$ cat config.mk
export PLATFORM = sky130hd
export DESIGN_NAME = vna_ctrl
export DESIGN_NICKNAME = d
export VERILOG_FILES = /design/src/sv/vna_pkg.sv /design/src/sv/vna_ctrl.sv
export SDC_FILE = /design/constraint.sdc
export NUM_CORES = 1
export LEC_CHECK = 0
export ABC_CLOCK_PERIOD_IN_PS = 6400
export BUFFER_PORTS_ARGS = -buffer_cell sky130_fd_sc_hd__buf_2
export CORE_MARGIN = 2
export CORE_UTILIZATION = 30
export DETAILED_ROUTE_END_ITERATION = 8
export MAX_ROUTING_LAYER = met4
export PLACE_DENSITY = 0.56
export SLEW_MARGIN = 20
export SYNTH_ARGS = -nofsm -noshare
export SYNTH_HDL_FRONTEND = slang
export SYNTH_SLANG_ARGS = --single-unit
$ cat constraint.sdc
create_clock -name clk_i -period 6.4 [get_ports clk_i]
set_clock_uncertainty 0.15 [all_clocks]
set_input_delay 0.96 -clock clk_i [delete_from_list [all_inputs] [get_ports clk_i]]
set_output_delay 0.96 -clock clk_i [all_outputs]
set_load 0.1 [all_outputs]
$ cat src/sv/vna_pkg.sv
// Shared types and constants for the vertex normal accumulator.
// Holds the function codes, datapath command and status structs.
// No dependencies.
package vna_pkg;

  localparam int VERTEX_COUNT_DEF = 1024;
  localparam int ACC_WIDTH_DEF    = 24;

  localparam int IDX_W     = 10;  // vertex index field
  localparam int IDX_EXT_W = 17;  // wide enough to hold any vertex count
  localparam int POS_W     = 16;  // one Q8.8 position axis
  localparam int VTX_W     = 3 * POS_W;
  localparam int NRM_W     = 16;  // one Q1.14 normal axis
  localparam int VEC_W     = 36;  // signed vector fed to the normaliser
  localparam int IN_DATA_W = 80;
  localparam int OUT_DATA_W = 48;

  typedef enum logic [1:0] {
    FUNC_WRITE = 2'd0,
    FUNC_TRI   = 2'd1,
    FUNC_READ  = 2'd2,
    FUNC_NONE  = 2'd3
  } func_e;

  typedef enum logic [4:0] {
    OP_NONE,
    OP_CAPTURE,
    OP_WRITE,
    OP_CLEAR,
    OP_POS_RD,
    OP_CROSS,
    OP_ACC_RD,
    OP_ACC_WR,
    OP_LOAD_ACC,
    OP_NRM_LOAD,
    OP_NRM_SHIFT,
    OP_SQ,
    OP_SQRT_INIT,
    OP_SQRT_STEP,
    OP_DIV_INIT,
    OP_DIV_STEP,
    OP_DIV_STORE,
    OP_ZERO,
    OP_OUT
  } dp_op_e;

  typedef struct packed {
    dp_op_e     op;
    logic [2:0] k;
  } dp_cmd_t;

  typedef struct packed {
    func_e func;
    logic  a_ok;
    logic  tri_ok;
    logic  m_zero;
    logic  m_big;
    logic  m_small;
    logic  out_full;
    logic  clr_last;
  } dp_status_t;

endpackage

$ cat src/sv/vna_ctrl.sv
// Controller: sequences the datapath through each item.
// Depends on vna_pkg.
module vna_ctrl import vna_pkg::*; (
  input  logic       clk_i,
  input  logic       rst_ni,
  input  logic       s_tvalid_i,
  output logic       s_tready_o,
  input  dp_status_t status_i,
  output dp_cmd_t    cmd_o
);

  typedef enum logic [18:0] {
    ST_CLEAR   = 19'b1 << 0,
    ST_IDLE    = 19'b1 << 1,
    ST_DECODE  = 19'b1 << 2,
    ST_PRD     = 19'b1 << 3,
    ST_CROSS   = 19'b1 << 4,
    ST_ARDR    = 19'b1 << 5,
    ST_LOADACC = 19'b1 << 6,
    ST_NLOAD   = 19'b1 << 7,
    ST_NCHK    = 19'b1 << 8,
    ST_SQ      = 19'b1 << 9,
    ST_SQRTI   = 19'b1 << 10,
    ST_SQRT    = 19'b1 << 11,
    ST_DIVI    = 19'b1 << 12,
    ST_DIVS    = 19'b1 << 13,
    ST_DSTORE  = 19'b1 << 14,
    ST_ZERO    = 19'b1 << 15,
    ST_OUTW    = 19'b1 << 16,
    ST_ARD     = 19'b1 << 17,
    ST_AWR     = 19'b1 << 18
  } state_e;

  state_e     state_q, state_d;
  logic [2:0] k_q, k_d;
  logic [4:0] cnt_q, cnt_d;
  logic       tri_q, tri_d;

  always_comb begin
    state_d    = state_q;
    k_d        = k_q;
    cnt_d      = cnt_q;
    tri_d      = tri_q;
    cmd_o.op   = OP_NONE;
    cmd_o.k    = k_q;
    s_tready_o = 1'b0;
    unique case (state_q)
      ST_CLEAR: begin
        cmd_o.op = OP_CLEAR;
        if (status_i.clr_last) state_d = ST_IDLE;
      end
      ST_IDLE: begin
        s_tready_o = 1'b1;
        if (s_tvalid_i) begin
          cmd_o.op = OP_CAPTURE;
          state_d  = ST_DECODE;
        end
      end
      ST_DECODE: begin
        k_d = '0;
        unique case (status_i.func)
          FUNC_WRITE: begin
            cmd_o.op = OP_WRITE;
            state_d  = ST_IDLE;
          end
          FUNC_TRI: begin
            tri_d   = 1'b1;
            state_d = status_i.tri_ok ? ST_PRD : ST_IDLE;
          end
          FUNC_READ: begin
            tri_d   = 1'b0;
            state_d = status_i.a_ok ? ST_ARDR : ST_ZERO;
          end
          FUNC_NONE: state_d = ST_IDLE;
          default:   state_d = ST_IDLE;
        endcase
      end
      ST_PRD: begin
        cmd_o.op = OP_POS_RD;
        if (k_q == 3'd3) begin
          k_d     = '0;
          state_d = ST_CROSS;
        end else begin
          k_d = k_q + 3'd1;
        end
      end
      ST_CROSS: begin
        cmd_o.op = OP_CROSS;
        if (k_q == 3'd6) state_d = ST_NLOAD;
        else             k_d = k_q + 3'd1;
      end
      ST_ARDR: begin
        cmd_o.op = OP_ACC_RD;
        cmd_o.k  = '0;
        state_d  = ST_LOADACC;
      end
      ST_LOADACC: begin
        cmd_o.op = OP_LOAD_ACC;
        state_d  = ST_NLOAD;
      end
      ST_NLOAD: begin
        cmd_o.op = OP_NRM_LOAD;
        state_d  = ST_NCHK;
      end
      ST_NCHK: begin
        k_d = '0;
        if (status_i.m_zero) begin
          state_d = tri_q ? ST_IDLE : ST_ZERO;
        end else if (status_i.m_big || status_i.m_small) begin
          cmd_o.op = OP_NRM_SHIFT;
        end else begin
          state_d = ST_SQ;
        end
      end
      ST_SQ: begin
        cmd_o.op = OP_SQ;
        if (k_q == 3'd3) state_d = ST_SQRTI;
        else             k_d = k_q + 3'd1;
      end
      ST_SQRTI: begin
        cmd_o.op = OP_SQRT_INIT;
        cnt_d    = '0;
        state_d  = ST_SQRT;
      end
      ST_SQRT: begin
        cmd_o.op = OP_SQRT_STEP;
        cnt_d    = cnt_q + 5'd1;
        if (cnt_q == 5'd31) begin
          k_d     = '0;
          state_d = ST_DIVI;
        end
      end
      ST_DIVI: begin
        cmd_o.op = OP_DIV_INIT;
        cnt_d    = '0;
        state_d  = ST_DIVS;
      end
      ST_DIVS: begin
        cmd_o.op = OP_DIV_STEP;
        cnt_d    = cnt_q + 5'd1;
        if (cnt_q == 5'd15) state_d = ST_DSTORE;
      end
      ST_DSTORE: begin
        cmd_o.op = OP_DIV_STORE;
        if (k_q == 3'd2) begin
          k_d     = '0;
          state_d = tri_q ? ST_ARD : ST_OUTW;
        end else begin
          k_d     = k_q + 3'd1;
          state_d = ST_DIVI;
        end
      end
      ST_ZERO: begin
        cmd_o.op = OP_ZERO;
        state_d  = ST_OUTW;
      end
      ST_OUTW: begin
        if (!status_i.out_full) begin
          cmd_o.op = OP_OUT;
          state_d  = ST_IDLE;
        end
      end
      ST_ARD: begin
        cmd_o.op = OP_ACC_RD;
        state_d  = ST_AWR;
      end
      ST_AWR: begin
        cmd_o.op = OP_ACC_WR;
        if (k_q == 3'd2) begin
          state_d = ST_IDLE;
        end else begin
          k_d     = k_q + 3'd1;
          state_d = ST_ARD;
        end
      end
      default: state_d = ST_IDLE;
    endcase
  end

  always_ff @(posedge clk_i or negedge rst_ni) begin
    if (!rst_ni) begin
      state_q <= ST_CLEAR;
      k_q     <= '0;
      cnt_q   <= '0;
      tri_q   <= 1'b0;
    end else begin
      state_q <= state_d;
      k_q     <= k_d;
      cnt_q   <= cnt_d;
      tri_q   <= tri_d;
    end
  end

endmodule

## Word-level counts from Yosys, hierarchy flattened

Index checks and enable logic that the tools add are counted.

- $mul: 0
- Reductions and logical operators: 13
- $lt $le $gt $ge: 0
- Eq/ne operators: 39
- Shifts and indexed selects: 0
- Multiplexer cells: 35
- Add/sub/neg operators: 2
- Bitwise logic cells: 0
- Div/mod/pow operators: 0

Operator list:

| cell | count |
|---|---|
| one-hot mux 19 bit (19 select lines) | 1 |
| 2-to-1 mux 19 bit | 10 |
| one-hot mux 5 bit (18 select lines) | 1 |
| one-hot mux 19 bit (3 select lines) | 1 |
| 2-to-1 mux 18 bit | 3 |
| 2-to-1 mux 16 bit | 2 |
| != test 2 bit, second input constant | 11 |
| 2-to-1 mux 3 bit | 7 |
| one-hot mux 3 bit (7 select lines) | 1 |
| equality test 19 x 1 -> 1 bit, second input constant | 1 |
| equality test 19 x 10 -> 1 bit, second input constant | 1 |
| equality test 19 x 11 -> 1 bit, second input constant | 1 |
| equality test 19 x 12 -> 1 bit, second input constant | 1 |
| equality test 19 x 13 -> 1 bit, second input constant | 1 |
| equality test 19 x 14 -> 1 bit, second input constant | 1 |
| equality test 19 x 15 -> 1 bit, second input constant | 1 |
| equality test 19 x 16 -> 1 bit, second input constant | 1 |
| equality test 19 x 17 -> 1 bit, second input constant | 1 |
| equality test 19 x 18 -> 1 bit, second input constant | 1 |
| equality test 19 bit, second input constant | 1 |
| equality test 19 x 2 -> 1 bit, second input constant | 1 |
| equality test 19 x 3 -> 1 bit, second input constant | 1 |
| equality test 19 x 4 -> 1 bit, second input constant | 1 |
| equality test 19 x 5 -> 1 bit, second input constant | 1 |
| other kinds (27) | 37 |

- Register bits after elaboration: 28
- Output and inout bits: 9
- Memory bits (read-only): 0
- Memories: 0
- Input bits: 12
- Bits in latches: 0
- RAM bits: 0

## Depth between registers and ports, before layout

- Depth after elaboration: 4
- Mapped depth: 9
- Gate-level depth less buffers: 8

## Worst setup path before layout

OpenSTA, ideal clock, no wires.

- Path type: register to output
- Start: register state_q[4]
- End: output cmd_o[3] (netlist bit)
- Stages on the path, launching flop included: 9
- Data arrival time: 5698 ps
- Slack: -408 ps
- Buffers on the path: 3
- Required time: 5290 ps
- Cell sequence: dfrtp_1 > or4_1 > buf_2 > or4_4 > buf_6 > buf_2 > nor4_1 > and2_1 > or4b_2

RTL lines:

| item | RTL line | text |
|---|---|---|
| start: declaration | vna_ctrl.sv:34 | `state_e state_q, state_d;` |
| start signal: assignment | vna_ctrl.sv:187 | `state_q <= state_d;` |
| end: declaration | vna_ctrl.sv:9 | `output dp_cmd_t cmd_o` |

==> qor.csv <==
stage,metric,value,unit
timing,f_max,216,MHz
pwr,Leak,0.00111,uW
pwr,Logic pwr share,52.2,%
synthesis,mapped cell area,2100,um^2
clock_tree,clock sink count,28,
global_route,largest net degree at the start of global routing,29,
drt,DRT Wirelength,5890,um
setup_path,Worst EP arrival,3.52,ns
placement,Placer Congestion,0.910,
clock_tree,Max Root-Sink Buffers,2,
timing,relative slew slack,43.0,%
pwr,register share of total power,31.2,%
drt,DR WL/cell,16.8,um
clock_tree,CTS tree,yes,
timing,RSZ-0062 raised after global routing,no,
setup_path,worst reg2reg endpoint,k_q[1],
global_route,gr usage total,17.0,%
synthesis,post-synth cell types,57,
pwr,pwr dens,295,nW/um^2
synthesis,Mean Syn Cell Area,8.73,um^2
cells_and_area,area grow syn2layout,11.4,%
clock_tree,CTS root buf,clkbuf_8,
pwr,P_sw,337,uW
placement,IO Port Bufs,20,
die,core area,6790,um^2
clock_tree,"Hold-fix buffers, CTS",0,
global_route,initial antenna violation count,0,
die,num rows,30,
drt,post-route ant nets,0,
timing,final-report hold violation count,0,
setup_path,worst r2r path cells,6,
setup_path,critical path class,reg2out,
drt,Via density,5.55,
worst_hold_path,Worst Hold Class,reg2reg,
worst_hold_path,hold path start,cnt_q[2],
cells_and_area,FILL cells,711,
cells_and_area,fin nets,278,
pwr,Clock power frac,16.5,%
worst_hold_path,worst min-delay path endpoint,cnt_q[2],
pwr,Max VDD drop,0.000207,V
setup_path,Reg2Reg Setup Slack,2.83,ns
drt,Pre-antenna DRT Iters,4,
setup_path,"Cell Chain, Critical Path","or4_1, or4_1, or4_1, o311ai_0, or4b_2, buf_2",
setup_path,"delay-heaviest family, CP",simple AND/OR/NAND/NOR gates,
setup_path,FF-to-FF Start,state_q[8],
setup_path,worst-path fanout max,10,
synthesis,Post-Syn Nets,262,
cells_and_area,ANT cells,0,
drt,1st-iter DRT viols,155,
global_route,via count of the first global-routing pass,1841,
synthesis,Syn Inst Count,240,
drt,DRC,0,
synthesis,register bit total from synthesis,28,
clock_tree,TritonCTS Buffers,3,
timing,TNS Setup,0,ns
synthesis,sequential fraction of the synthesis area,33.5,%
die,Top-Level Pins,21,
drt,vias,1948,
setup_path,CP max-delay cell,or4_1,
pwr,Power Internal,353,uW
clock_tree,post-CTS sizing,0,
synthesis,Synth Flop Type,dfrtp_1,
timing,Final Max Slew Viols,0,
worst_hold_path,hold depth,1,
clock_tree,H-tree depth,1,
clock_tree,Worst-Skew Late Latency,0.28,ns
setup_path,number of buffers and inverters on the critical path,1,
global_route,GRT overflow,0,
global_route,first-pass GRT wire length,9690,um
die,Die X,87.6,um
synthesis,Yosys warning count,0,
timing,final setup violation count,0,
timing,Final period util,72.4,%
setup_path,CP Capture Type,output port,
run,max_cap viols,0,
setup_path,max incr delay on CP,0.74,ns
placement,dpl hpwl,4600,um
cells_and_area,fraction of layout cells with a size suffix above 1,14.9,%
die,initial core utilization,30.8,%
die,die area,7670,um^2
synthesis,Async SR Flop Fraction,100,%
synthesis,Post-synth EDFFs,0,
timing,fin crit period,4.63,ns
setup_path,worst path required time,5.29,ns
timing,Worst Tran Pin Value,0.853,ns
pwr,Sw Ratio,48.8,%
setup_path,startpoint types,flip-flop,
setup_path,Most Frequent Cell on Critical Path,or4_1,
clock_tree,Post-CTS Setup Inserts,0,
run_status,status,completed,
clock_tree,Worst-path clk slew,0.10,ns
die,Die Span Y,87.6,um
timing,hold slack final,0.364,ns
[per-layer routing]
layer	track usage, %	vias up	wire length (um)
li1	-	936	-
met1	23.0	926	2680
met2	26.8	73	2830
met3	1.70	13	265
met4	5.17	0	123
met5	-	-	0
[per-stage QoR]
step	instance area (um^2)	power, uW	util, %	std cells	setup WS, ns
5_1_grt	2330	730	34.4	351	1.58
3_3_place_gp	2280	575	33.5	347	2.11
6_report	2330	690	34.4	351	1.77
2_1_floorplan	2100	502	-	240	0.913
4_1_cts	2330	692	34.3	351	1.77
3_5_place_dp	2280	575	33.5	347	2.08
[layout by cell type (no fill, tap or decap), drive strengths merged, types with 5 or more instances in the layout]
master / count
nand2b: 6
inv: 12
or4: 11
nor3: 11
buf: 20
nand3: 9
nor2: 31
o21ai: 5
a21oi: 11
nand2: 14
ha: 10
nor4: 13
dfrtp: 27
[cells in the mapped netlist, types with 2 or more instances]
library cell	count	area (um^2)
o21ai_0	5	25.0
a2111oi_0	2	17.5
nor3_1	10	50.1
ha_1	10	125
a21o_1	3	22.5
a41oi_1	2	17.5
nand4b_1	4	35.0
and2_1	4	25.0
xnor2_1	3	26.3
inv_1	12	45.0
xor2_1	3	26.3
nor4_1	12	75.1
a22o_1	2	17.5
clkbuf_1	5	18.8
nand2b_1	6	37.5
nor3b_1	2	15.0
a211oi_1	3	22.5
or4_1	10	75.1
or3_1	4	25.0
nand4_1	4	25.0
nor2_1	31	116
and3_1	2	12.5
mux2_2	2	22.5
nand3_1	9	45.0
a21oi_1	11	55.1
buf_2	2	10.0
nor4b_1	4	35.0
mux2i_1	4	40.0
mux2_4	2	30.0
nand2_1	14	52.6
dfrtp_1	27	676
[power groups by stage]
stage | sequential, uW | combinational [uW] | clock, uW
global placement | 219 | 356 | 0
finish | 215 | 360 | 114
detailed placement | 219 | 356 | 0
CTS | 216 | 359 | 117
floorplan | 212 | 290 | 0
global route | 220 | 387 | 124
[worst max-delay path by stage]
stage | startpoint | to | cells after the start
after detailed placement | state_q[4] | cmd_o[3] | 6
final | state_q[4] | cmd_o[3] | 6
after global routing | state_q[4] | cmd_o[3] | 6
after CTS | state_q[4] | cmd_o[3] | 6
after floorplan | state_q[4] | cmd_o[3] | 8
after global placement | state_q[4] | cmd_o[3] | 6
[cell families after synthesis]
| group | after synthesis | share of synthesized area, % |
|---|---|---|
| AND/OR/NAND/NOR | 125 | 34.2 |
| XOR/XNOR | 6 | 2.51 |
| buffers and inverters | 21 | 4.24 |
| adder cells (fa/ha/maj) | 10 | 5.97 |
| multiplexers | 8 | 4.42 |
| flip-flops | 28 | 33.5 |
| AO/OA/AOI/OAI | 42 | 15.2 |
[flip-flops by register name (all words and copies together) (netlist names)]
register and cells:
state_q 19, cnt_q 5, k_q 3, tri_q 1
[area by class of cell]
cell class	count	area [um^2]	area share (%)
flip-flops and latches	28	702	30.1
inverters	12	45.0	1.93
well taps	96	120	5.14
clock buffers	4	55.1	2.36
repair buffers	20	100	4.29
multi-input cells	191	1310	56.2
(Power assumes the default switching activity.)
